===== src/cpcs_pkg.sv =====
package cpcs_pkg;

	// Command codes carried in the action field
	localparam logic [2:0] ACT_ADD      = 3'd0;
	localparam logic [2:0] ACT_REMOVE   = 3'd1;
	localparam logic [2:0] ACT_CONTAINS = 3'd2;
	localparam logic [2:0] ACT_GET_NTH  = 3'd3;
	localparam logic [2:0] ACT_CLEAR    = 3'd4;

	// Result status codes
	localparam logic [1:0] ST_OK      = 2'd0;
	localparam logic [1:0] ST_RANGE   = 2'd1;
	localparam logic [1:0] ST_FULL    = 2'd2;
	localparam logic [1:0] ST_MISSING = 2'd3;

	// Field widths of one result transaction
	localparam int unsigned EX_W   = 4;
	localparam int unsigned EY_W   = 3;
	localparam int unsigned USED_W = 6;

	// Result transaction, lowest field in the lowest bits
	typedef struct packed {
		logic [USED_W-1:0] used_count;
		logic [EY_W-1:0]   entry_y;
		logic [EX_W-1:0]   entry_x;
		logic              found;
		logic [1:0]        status;
	} result_t;

	// Table update requested by the sequencer
	typedef struct packed {
		logic fill;   // mark slot valid and store the pair
		logic drop;   // mark slot free
		logic wipe;   // free every slot
	} tbl_op_t;

endpackage


===== src/cpcs_slot_table.sv =====
module cpcs_slot_table #(
	parameter int unsigned SLOTS = 32,
	parameter int unsigned XW    = 4,
	parameter int unsigned YW    = 3,
	parameter int unsigned IW    = 5
) (
	input  logic              clk,
	input  logic              arst_n,
	input  cpcs_pkg::tbl_op_t op,
	input  logic [IW-1:0]     wr_idx,
	input  logic [XW-1:0]     wr_x,
	input  logic [YW-1:0]     wr_y,
	input  logic              rd_en,
	input  logic [IW-1:0]     rd_idx,
	output logic              rd_valid,
	output logic [XW-1:0]     rd_x,
	output logic [YW-1:0]     rd_y
);

	logic [SLOTS-1:0] slot_valid_q;
	logic [XW-1:0]    mem_x [SLOTS];
	logic [YW-1:0]    mem_y [SLOTS];
	logic             rd_valid_q;
	logic [XW-1:0]    rd_x_q;
	logic [YW-1:0]    rd_y_q;

	// Update the valid marks; wipe frees every slot at once
	always_ff @(posedge clk or negedge arst_n) begin
		if (!arst_n) begin
			slot_valid_q <= '0;
		end else if (op.wipe) begin
			slot_valid_q <= '0;
		end else if (op.fill) begin
			slot_valid_q[wr_idx] <= 1'b1;
		end else if (op.drop) begin
			slot_valid_q[wr_idx] <= 1'b0;
		end
	end

	// Store the pair of a newly filled slot
	always_ff @(posedge clk) begin
		if (op.fill) begin
			mem_x[wr_idx] <= wr_x;
			mem_y[wr_idx] <= wr_y;
		end
	end

	// Registered read port for the scan
	always_ff @(posedge clk) begin
		if (rd_en) begin
			rd_valid_q <= slot_valid_q[rd_idx];
			rd_x_q     <= mem_x[rd_idx];
			rd_y_q     <= mem_y[rd_idx];
		end
	end

	assign rd_valid = rd_valid_q;
	assign rd_x     = rd_x_q;
	assign rd_y     = rd_y_q;

endmodule


===== src/crosspoint_connection_set_core.sv =====
// Crosspoint connection set: a table of SLOTS slots, each holding one x,y
// crosspoint pair, with a count of the slots in use.
// Commands enter on the s_ group (action, coord_x, coord_y, entry_index);
// every command returns exactly one result transaction on the m_ group
// (status, found, entry_x, entry_y, used_count).
// Get-nth, and in-range add, remove and contains, scan every slot once
// through a single registered read port and one compare unit, then go to
// the finish state, where the result is registered. Clear, out-of-range
// add, remove and contains, and unused action codes skip the scan and go
// straight from idle to the finish state. s_tready is high only while no
// command is in progress, so a new command is not accepted until the last
// one has left the finish state. The result sits in an output register;
// the next command is accepted while it still waits, and a command that
// finishes while the receiver stalls holds its result until the register
// is free.
// Reset empties the table (all valid marks cleared at once), zeroes the
// count and drops any pending result.
module crosspoint_connection_set_core #(
	parameter int unsigned SLOTS   = 32,
	parameter int unsigned X_LINES = 16,
	parameter int unsigned Y_LINES = 8
) (
	input  logic        clk,
	input  logic        arst_n,
	input  logic        s_tvalid,
	output logic        s_tready,
	input  logic [31:0] s_tdata,   // action[2:0], coord_x[10:3], coord_y[18:11],
	                               // entry_index[26:19], zero[31:27]
	output logic        m_tvalid,
	input  logic        m_tready,
	output logic [15:0] m_tdata    // status[1:0], found[2], entry_x[6:3],
	                               // entry_y[9:7], used_count[15:10]
);

	localparam int unsigned XW = (X_LINES > 1) ? $clog2(X_LINES) : 1;
	localparam int unsigned YW = (Y_LINES > 1) ? $clog2(Y_LINES) : 1;
	localparam int unsigned IW = (SLOTS > 1) ? $clog2(SLOTS) : 1;
	localparam int unsigned CW = $clog2(SLOTS + 1);

	localparam logic [1:0] S_IDLE   = 2'd0;
	localparam logic [1:0] S_SCAN   = 2'd1;
	localparam logic [1:0] S_FINISH = 2'd2;

	logic [1:0]    state_q;
	logic [2:0]    act_q;
	logic [XW-1:0] x_q;
	logic [YW-1:0] y_q;
	logic [7:0]    want_q;
	logic          range_q;
	logic [CW-1:0] scan_q;
	logic          rd_live_s1;
	logic [IW-1:0] idx_s1;
	logic          hit_q;
	logic [IW-1:0] hit_idx_q;
	logic          free_q;
	logic [IW-1:0] free_idx_q;
	logic [CW-1:0] seen_q;
	logic          nth_q;
	logic [cpcs_pkg::EX_W-1:0] nth_x_q;
	logic [cpcs_pkg::EY_W-1:0] nth_y_q;
	logic [CW-1:0] count_q;
	logic          out_valid_q;
	cpcs_pkg::result_t out_q;

	logic [2:0]    in_act;
	logic [7:0]    in_x;
	logic [7:0]    in_y;
	logic          in_range;
	logic          in_take;
	logic          rd_en;
	logic          rd_valid;
	logic [XW-1:0] rd_x;
	logic [YW-1:0] rd_y;
	logic          match;
	logic          scan_done;
	logic          fin_go;
	cpcs_pkg::tbl_op_t op_d;
	cpcs_pkg::tbl_op_t op;
	logic [IW-1:0] wr_idx;
	logic [CW-1:0] count_d;
	cpcs_pkg::result_t res_d;

	// Unpack the command transaction
	assign in_act   = s_tdata[2:0];
	assign in_x     = s_tdata[10:3];
	assign in_y     = s_tdata[18:11];
	assign in_range = (int'(in_x) < X_LINES) && (int'(in_y) < Y_LINES);
	assign s_tready = (state_q == S_IDLE);
	assign in_take  = s_tvalid && s_tready;

	// Drive the read port while slots remain
	assign rd_en     = (state_q == S_SCAN) && (scan_q != CW'(SLOTS));
	assign scan_done = (state_q == S_SCAN) && (scan_q == CW'(SLOTS)) && !rd_live_s1;
	assign fin_go    = (state_q == S_FINISH) && (!out_valid_q || m_tready);

	// Shared compare unit: one slot per cycle
	assign match = rd_valid && (rd_x == x_q) && (rd_y == y_q);

	cpcs_slot_table #(
		.SLOTS (SLOTS),
		.XW    (XW),
		.YW    (YW),
		.IW    (IW)
	) u_table (
		.clk      (clk),
		.arst_n   (arst_n),
		.op       (op),
		.wr_idx   (wr_idx),
		.wr_x     (x_q),
		.wr_y     (y_q),
		.rd_en    (rd_en),
		.rd_idx   (scan_q[IW-1:0]),
		.rd_valid (rd_valid),
		.rd_x     (rd_x),
		.rd_y     (rd_y)
	);

	// Sequencer: accept, scan, finish
	always_ff @(posedge clk or negedge arst_n) begin
		if (!arst_n) begin
			state_q    <= S_IDLE;
			rd_live_s1 <= 1'b0;
		end else begin
			rd_live_s1 <= rd_en;
			case (state_q)
				S_IDLE: begin
					if (in_take) begin
						if ((in_range && (in_act inside {cpcs_pkg::ACT_ADD,
								cpcs_pkg::ACT_REMOVE, cpcs_pkg::ACT_CONTAINS}))
								|| (in_act == cpcs_pkg::ACT_GET_NTH)) begin
							state_q <= S_SCAN;
						end else begin
							state_q <= S_FINISH;
						end
					end
				end
				S_SCAN: begin
					if (scan_done) begin
						state_q <= S_FINISH;
					end
				end
				S_FINISH: begin
					if (fin_go) begin
						state_q <= S_IDLE;
					end
				end
				default: begin
					state_q <= S_IDLE;
				end
			endcase
		end
	end

	// Capture the command
	always_ff @(posedge clk) begin
		if (in_take) begin
			act_q   <= in_act;
			x_q     <= in_x[XW-1:0];
			y_q     <= in_y[YW-1:0];
			want_q  <= s_tdata[26:19];
			range_q <= in_range;
		end
	end

	// Advance the scan and collect the first match, first free slot and nth entry
	always_ff @(posedge clk) begin
		if (in_take) begin
			scan_q <= '0;
			hit_q  <= 1'b0;
			free_q <= 1'b0;
			nth_q  <= 1'b0;
			seen_q <= '0;
		end else begin
			if (rd_en) begin
				scan_q <= scan_q + 1'b1;
			end
			idx_s1 <= scan_q[IW-1:0];
			if (rd_live_s1) begin
				if (match && !hit_q) begin
					hit_q     <= 1'b1;
					hit_idx_q <= idx_s1;
				end
				if (!rd_valid && !free_q) begin
					free_q     <= 1'b1;
					free_idx_q <= idx_s1;
				end
				if (rd_valid) begin
					if ((8'(seen_q) == want_q) && !nth_q) begin
						nth_q   <= 1'b1;
						nth_x_q <= cpcs_pkg::EX_W'(rd_x);
						nth_y_q <= cpcs_pkg::EY_W'(rd_y);
					end
					seen_q <= seen_q + 1'b1;
				end
			end
		end
	end

	// Work out the result and the table update
	always_comb begin
		res_d         = '0;
		res_d.status  = cpcs_pkg::ST_OK;
		op_d          = '0;
		wr_idx        = free_idx_q;
		count_d       = count_q;
		case (act_q)
			cpcs_pkg::ACT_ADD: begin
				if (!range_q) begin
					res_d.status = cpcs_pkg::ST_RANGE;
				end else if (hit_q) begin
					res_d.status = cpcs_pkg::ST_OK;
				end else if (!free_q) begin
					res_d.status = cpcs_pkg::ST_FULL;
				end else begin
					op_d.fill = 1'b1;
					count_d   = count_q + 1'b1;
				end
			end
			cpcs_pkg::ACT_REMOVE: begin
				wr_idx = hit_idx_q;
				if (!range_q) begin
					res_d.status = cpcs_pkg::ST_RANGE;
				end else if (!hit_q) begin
					res_d.status = cpcs_pkg::ST_MISSING;
				end else begin
					op_d.drop = 1'b1;
					if (count_q != '0) begin
						count_d = count_q - 1'b1;
					end
				end
			end
			cpcs_pkg::ACT_CONTAINS: begin
				if (!range_q) begin
					res_d.status = cpcs_pkg::ST_RANGE;
				end else begin
					res_d.found = hit_q;
				end
			end
			cpcs_pkg::ACT_GET_NTH: begin
				if (nth_q) begin
					res_d.entry_x = nth_x_q;
					res_d.entry_y = nth_y_q;
				end else begin
					res_d.status = cpcs_pkg::ST_MISSING;
				end
			end
			cpcs_pkg::ACT_CLEAR: begin
				op_d.wipe = 1'b1;
				count_d   = '0;
			end
			default: begin
			end
		endcase
		res_d.used_count = cpcs_pkg::USED_W'(count_d);
	end

	// Apply the update only in the cycle the result is registered
	assign op = fin_go ? op_d : '0;

	always_ff @(posedge clk or negedge arst_n) begin
		if (!arst_n) begin
			count_q <= '0;
		end else if (fin_go) begin
			count_q <= count_d;
		end
	end

	// Hold the result until the receiver takes it
	always_ff @(posedge clk or negedge arst_n) begin
		if (!arst_n) begin
			out_valid_q <= 1'b0;
		end else if (fin_go) begin
			out_valid_q <= 1'b1;
		end else if (m_tready) begin
			out_valid_q <= 1'b0;
		end
	end

	always_ff @(posedge clk) begin
		if (fin_go) begin
			out_q <= res_d;
		end
	end

	assign m_tvalid = out_valid_q;
	assign m_tdata  = out_q;

endmodule


===== config.mk =====
export PLATFORM = sky130hd
export DESIGN_NAME = crosspoint_connection_set_core
export DESIGN_NICKNAME = d
export VERILOG_FILES = /design/src/cpcs_pkg.sv /design/src/cpcs_slot_table.sv /design/src/crosspoint_connection_set_core.sv
export SDC_FILE = /design/constraint.sdc
export NUM_CORES = 1
export LEC_CHECK = 0
export ABC_CLOCK_PERIOD_IN_PS = 3100
export BUFFER_PORTS_ARGS = -buffer_cell sky130_fd_sc_hd__buf_2
export CORE_UTILIZATION = 50
export DETAILED_ROUTE_END_ITERATION = 7
export PLACE_DENSITY = 0.67
export SLEW_MARGIN = 30
export SYNTH_ARGS = -nofsm -noshare
export SYNTH_HDL_FRONTEND = slang
export SYNTH_HIERARCHICAL = 1
export SYNTH_SLANG_ARGS = --single-unit

===== constraint.sdc =====
create_clock -name clk -period 3.1 [get_ports clk]
set_clock_uncertainty 0.1 [all_clocks]
set_input_delay 0.775 -clock clk [delete_from_list [all_inputs] [get_ports clk]]
set_output_delay 0.775 -clock clk [all_outputs]
set_load 0.03 [all_outputs]

Yosys cells after proc, flatten, opt, wreduce, memory -nomap -nowiden
Memories as Yosys holds them, arrays and structs flattened. A register that Yosys moved wholly into a read port is not among the register bits.
Cells that the tools add are included.
- RAM bits: 224
- register bits after elaboration: 115
- memories kept: 2
- reductions and logical operators: 38
- magnitude comparators: 5
- equality and inequality tests: 17
- multiplexer cells: 41
- bitwise logic cells: 4
- $add $sub $neg: 4
- memory list (memory ; depth ; width ; read ports ; clocked after Yosys merged registers in ; write ports ; RTL line ; text):
    u_table.mem_x ; 32 ; 4 ; 1 ; 1 ; 1 ; cpcs_slot_table.sv:21 ; logic [XW-1:0] mem_x [SLOTS];
    u_table.mem_y ; 32 ; 3 ; 1 ; 1 ; 1 ; cpcs_slot_table.sv:22 ; logic [YW-1:0] mem_y [SLOTS];
- operators by type and width (kind ; count):
    $mux W32 ; 3
    $mux W6 ; 6
    $and A32 B32 Y32 ; 1
    $not A32 Y32 ; 1
    $or A32 B32 Y32 ; 1
    $mux W2 ; 10
    $add A6 B1 Y6 const B ; 3
    $pmux W6 S3 ; 1
    $mux W1 ; 15
    $logic_and A1 B1 Y1 ; 13
    $eq A3 B2 Y1 const B ; 4
    $lt A5 B6 Y1 const B ; 2
    $reduce_and A3 Y1 ; 4
    $reduce_and A2 Y1 ; 5
    $eq A6 B8 Y1 ; 1
    $lt A8 B4 Y1 const B ; 1
    $lt A8 B5 Y1 const B ; 1
    $pmux W2 S4 ; 1
    $eq A3 B1 Y1 const B ; 2
    $eq A6 B6 Y1 const B ; 1
    $logic_not A1 Y1 ; 6
    $logic_not A3 Y1 ; 2
    $ne A6 B6 Y1 const B ; 1
    $pmux W2 S3 ; 1
    20 further kinds ; 23

Depth between registers and ports, before layout
- word-level depth: 11
- mapped depth: 9

By module
Netlist, hierarchy kept.
- by module, submodules not included (module ; cells an instance ; sequential area each (um^2) ; instances ; area each (um^2)):
    cpcs_slot_table ; 533 ; 7767.4 ; 1 ; 10540.1
    crosspoint_connection_set_core ; 302 ; 2262.2 ; 1 ; 3653.5

Worst setup path after synthesis
Ideal clock, no wire load.
- kind: input -> register
- start: input port s_tvalid
- end: register nth_x_q[0] (netlist bit) (enable)
- path slack: 481 ps
- buffers on the path: 0
- data required time: 2606 ps
- data arrival time: 2125 ps
- stages: 3
- cell sequence: nand2_1 clkinv_1 nor4_1
- word-level cells in the longest chain between the ends: 3
- ends and longest elaborated chain (element ; RTL line ; text):
    from (decl) ; crosspoint_connection_set_core.sv:25 ; input logic s_tvalid,
    $logic_and A1 B1 Y1 ; crosspoint_connection_set_core.sv:89 ; assign in_take = s_tvalid && s_tready;
    $not A1 Y1 (no source line) ; n/a ;
    $reduce_and A4 Y1 (no source line) ; n/a ;
    to (signal assigned) ; crosspoint_connection_set_core.sv:190 ; nth_x_q <= cpcs_pkg::EX_W'(rd_x);
    to (decl) ; crosspoint_connection_set_core.sv:59 ; logic [cpcs_pkg::EX_W-1:0] nth_x_q;
Every way passes these cells.
A chain may end at the register's enable or synchronous reset.

Worst setup path in the final report
- start: register act_q[1]
- end: memory u_table.mem_x[7][0] (enable)
- elaborated cells between the ends (all ways): 7
- classes of those cells: 1 x eq/ne; 5 x mux; 1 x reduce/logical
- RTL lines (element ; RTL line ; text):
    from (decl) ; crosspoint_connection_set_core.sv:45 ; logic [2:0] act_q;
    from (signal assigned) ; crosspoint_connection_set_core.sv:157 ; act_q <= in_act;
    $eq A3 B1 Y1 ; crosspoint_connection_set_core.sv:206 ; case (act_q)
    $mux W5 ; crosspoint_connection_set_core.sv:206 ;
    net wr_idx[2] ; crosspoint_connection_set_core.sv:79 ; logic [IW-1:0] wr_idx;
    to (decl) ; cpcs_slot_table.sv:21 ;
The timed path passes the listed nets, and every way through them passes these cells.

==> out/results.txt <==
The total area inside the core boundary comes to 27900 sq um. The logs give 36 for the number of buffers inserted during clock tree synthesis and 0 for the final hold violation count. The x dimension of the die came out at 170 um. Setup repair after global routing left no endpoint under its margin. The number of max-capacitance violations reported was 0; the fraction of the yosys area taken by sequential cells was 70.7%. In this run the tool buffered the top-level ports with 48 buffer cells.

Kind of cell adding the most delay to the critical path: simple AND/OR/NAND/NOR gates. The final max-slew violation count came out at 0. Hold is met by 0.162 ns.

The share of total power dissipated in sequential elements is 49.4%. In the final layout, the multi-input gates occupy 3810 sq um. Cell internal power was estimated by the tool at 0.00852 W. The wire length of the first global-routing pass was 43.3 mm; the leakage power figure was 5.71 nW. The synthesized netlist devotes 6.80% of its cell area to simple gates. Yosys printed 6 warnings. The number of fillers in the final layout is 2126.

After detailed routing, the number of vias per cell comes to 5.64. On the worst path, the slowest cell contributes a delay of 0.52 ns. Count of buffer and inverter cells on the critical path: 2. In this run, the combinational gates consume 15.0% of the power. Clock tree synthesis found a total of 346 sinks. The number of inserted diodes was 0. The clock tree root buffer cell is sky130_fd_sc_hd__clkbuf_16. In the synthesized netlist the dominant register cell turns out to be sky130_fd_sc_hd__edfxtp_1. Kind of path behind the tightest hold check: input pin to asynchronous set/reset pin. The synthesized design contains 346 register bits. The xor and xnor area share after synthesis works out to 1.48%. Entering global routing, the biggest net connects 43 pins.

In this run the vertical extent of the chip is 170 um. In the final routed layout, each cell accounts on average for 21.1 um. Data on the critical path is required at its endpoint by 3.17 ns. Buffers added to address setup during post-CTS repair amount to 0.

Critical-path cell with the highest stage delay: sky130_fd_sc_hd__edfxtp_1. The flow ran to the end, and the final reports show no timing, DRC or antenna violations. The worst setup path is launched from a flop. Counting every instance in the synthesized netlist gives 835. The tools report the number of DRC violations after detailed-routing iteration 0 as 818.

The tools report the row count as 61. The critical path is of the flop to flop type. With fillers left out, the area of the finished cells amounts to 16200 sq um.

In this run the number of H-tree levels came out at 2. The clock passes through at most 3 buffers. The number of nets in the layout is 962, and the power density over cell area is 703 nW/um^2. The final weighted congestion of routability-driven global placement was 0.843. Prior to clock tree synthesis, the placed netlist has a worst setup slack of 0.208 ns. The later pin in the worst-skew pair is clocked with a latency of 0.50 ns. In the final layout, flip-flops and latches occupy 10000 sq um. After synthesis, the share of flip-flops with an asynchronous set or reset is 12.1%. The number of global-route vias before repair was 7540.

In this run the worst path has a maximum fanout of 16. The slew of the pin with the lowest slew margin works out to 0.591 ns. IR analysis of the VDD net gives a maximum drop of 0.318 mV. The number of gates resized after CTS was 0. The number of setup violations in the final report was 0. The synthesized netlist devotes 4.33% of its cell area to compound gates.

Clock-pin slew was measured on the worst setup and hold paths at 0.06 ns. The cell repeated most along the worst path is sky130_fd_sc_hd__nand2_1. For this run, the detailed router's first-pass iteration total came to 6. Quantity of hold-fixing buffers added after cts: 0.

The initial antenna violation count was 0; the number of nets with antenna violations after routing was 0. The number of nets handed over by synthesis was 877. Summing the areas of all fa, ha and maj instances in the mapped netlist gives 0.529% of the synthesized area. The total negative slack for setup checks was 0 ns; the number of vias after detailed routing was 7455. The logs give 0 for the total congestion overflow after global routing and 64 for the distinct cell type count after synthesis. The total global routing track utilization is 20.2%. Walking the worst path, the cells encountered are nor3b_1 -> buf_4 -> nand2_1 -> nand2_1 -> nor3b_2 -> nand2_1 -> inv_1. The analysis attributes to net switching a power of 0.00285 W. The clock period could shrink to 2.81 ns.

The largest family of logic cells by synthesized area is multiplexers. The total half-perimeter wirelength after legalization and detailed placement is 18.2 mm, and the routed wire length is 27.9 mm. The clock network fraction of total power is 35.6%, and the net switching share of the total power is 25.0%. The tools report the top-level port count as 54. After layout, the worst path uses 90.6% of the clock period.

The die covers 29100 sq um. The synthesized netlist occupies a cell area of 14200 sq um. The run gives 2.88 ns as the arrival time at the worst endpoint. The normalized max-slew margin was 60.6%; the top achievable clock speed was 0.356 GHz. The run gives 50.9% as the starting utilization of the core area. TritonCTS built the clock tree. The worst setup path is captured at a flop. For this run, design rule violations remaining after detail routing come to 0. After synthesis, the share of cell area in mux cells is 13.5%. Compared with the post-synthesis result, the final layout area differs by 13.9%. Setup slack closes at 0.292 ns. In this run, synthesis inferred 289 flip-flops with an integrated enable. The placed instance area was 15100 sq um; the mean instance size in the synthesized netlist was 17.0 sq um. Cells with a size suffix above 1 make up 25.6% of the layout.
==> worst register-to-register path, stage by stage, from the launching register on <==
cell                       delay (ns)
sky130_fd_sc_hd__edfxtp_1        0.52
sky130_fd_sc_hd__nor3b_1         0.39
sky130_fd_sc_hd__buf_4           0.20
sky130_fd_sc_hd__nand2_1         0.05
sky130_fd_sc_hd__nand2_1         0.40
sky130_fd_sc_hd__nor3b_2         0.42
sky130_fd_sc_hd__nand2_1         0.14
sky130_fd_sc_hd__inv_1           0.26
==> worst paths after layout <==
path / startpoint / to / slack, ns / cells after the start
worst max register to register: act_q[1]$_DFFE_PP_ / u_table/mem_x[7][0]$_DFFE_PP_ / 0.29 / 7
worst min-delay path: arst_n / m_tvalid$_DFFE_PN0P_ / 0.16 / 1
worst max-delay path: act_q[1]$_DFFE_PP_ / u_table/mem_x[7][0]$_DFFE_PP_ / 0.29 / 7
min in group clk: idx_s1[3]$_DFFE_PN_ / hit_idx_q[3]$_DFFE_PP_ / 0.35 / 0
worst min register to register: idx_s1[3]$_DFFE_PN_ / hit_idx_q[3]$_DFFE_PP_ / 0.35 / 0
max in group asynchronous: arst_n / u_table/slot_valid_q[30]$_DFFE_PN0P_ / 2.32 / 1
==> cell usage after synthesis (4+ instances only) <==
cell type	instances	area, sq um
sky130_fd_sc_hd__a21oi_1	46	230
sky130_fd_sc_hd__nor2_1	31	116
sky130_fd_sc_hd__nor2b_1	5	31.3
sky130_fd_sc_hd__nor3_1	7	35.0
sky130_fd_sc_hd__nor4_1	5	31.3
sky130_fd_sc_hd__buf_4	6	45.0
sky130_fd_sc_hd__inv_1	41	154
sky130_fd_sc_hd__ha_1	6	75.1
sky130_fd_sc_hd__nand3_1	7	35.0
sky130_fd_sc_hd__mux4_2	80	1800
sky130_fd_sc_hd__or3b_2	4	35.0
sky130_fd_sc_hd__xor2_1	13	114
sky130_fd_sc_hd__clkbuf_1	18	67.6
sky130_fd_sc_hd__and3b_1	6	52.6
sky130_fd_sc_hd__dfrtp_1	42	1050
sky130_fd_sc_hd__nand2_1	67	251
sky130_fd_sc_hd__or3_1	5	31.3
sky130_fd_sc_hd__buf_1	7	26.3
sky130_fd_sc_hd__edfxtp_1	289	8680
sky130_fd_sc_hd__nand3b_1	7	52.6
sky130_fd_sc_hd__xnor2_1	11	96.3
sky130_fd_sc_hd__mux2_2	8	90.1
sky130_fd_sc_hd__dfxtp_1	15	300
sky130_fd_sc_hd__and2_1	7	43.8
sky130_fd_sc_hd__o21ai_0	38	190
sky130_fd_sc_hd__nor4b_1	5	43.8
sky130_fd_sc_hd__nand4_1	5	31.3
sky130_fd_sc_hd__nor3b_1	6	45.0
==> cell usage in the layout (no fill, tap or decap), drive strengths merged, types with 7 or more instances in the layout <==
cell	netlist	layout
a21oi	46	46
clkinv	1	8
buf	17	85
nand3	7	7
nor3	8	8
mux4	80	80
dfrtp	42	42
nand2	68	68
edfxtp	289	289
xnor2	11	11
nor2	31	31
o21ai	41	41
xor2	13	13
nand3b	7	7
dfxtp	15	15
mux2	8	8
clkbuf	20	50
and2	8	8
inv	41	41
==> state kept, by name (all words and copies together), names as in the netlist, 6 cells and up <==
signal                cells
count_q                   6
m_tdata                  16
scan_q                    6
seen_q                    6
u_table/mem_x           128
u_table/mem_y            96
u_table/slot_valid_q     32
want_q                    8
==> power groups by stage <==
stage               logic, W  clock network (W)  registers, W
finish               0.00170            0.00404       0.00562
global route         0.00185            0.00432       0.00565
CTS                  0.00172            0.00415       0.00562
detailed placement   0.00171                  0       0.00572
global placement     0.00170                  0       0.00570
floorplan           0.000952                  0       0.00589
==> final cells by class <==
class,instances,area share [%]
Sequential cell,346,62.1
Multi-Input combinational cell,409,23.5
Clock buffer,50,6.15
Timing Repair Buffer,85,3.68
Tap cell,378,2.93
Inverter,42,0.975
Clock inverter,11,0.650
==> per-layer routing <==
layer,routed length [um],global-route usage [%]
met1,12400,28.3
met2,13500,32.7
met3,1360,3.35
met4,683,5.95
met5,0,0
==> metrics by stage <==
stage,std cells,utilization (%),total power (W)
final,1321,58.0,0.0114
after global routing,1321,58.0,0.0118
after CTS,1321,58.0,0.0115
after detailed placement,1260,54.0,0.00743
after global placement,1260,54.0,0.00740
after floorplan,835,-,0.00684
==> cells by family after synthesis <==
| kind of cell | count (synthesis) |
|---|---|
| buffers and inverters | 80 |
| flip-flops | 346 |
| XOR/XNOR | 24 |
| AO/OA/AOI/OAI | 107 |
| adder cells (fa/ha/maj) | 6 |
| AND/OR/NAND/NOR | 181 |
| multiplexers | 91 |
Power figures use the tool's default switching activity.
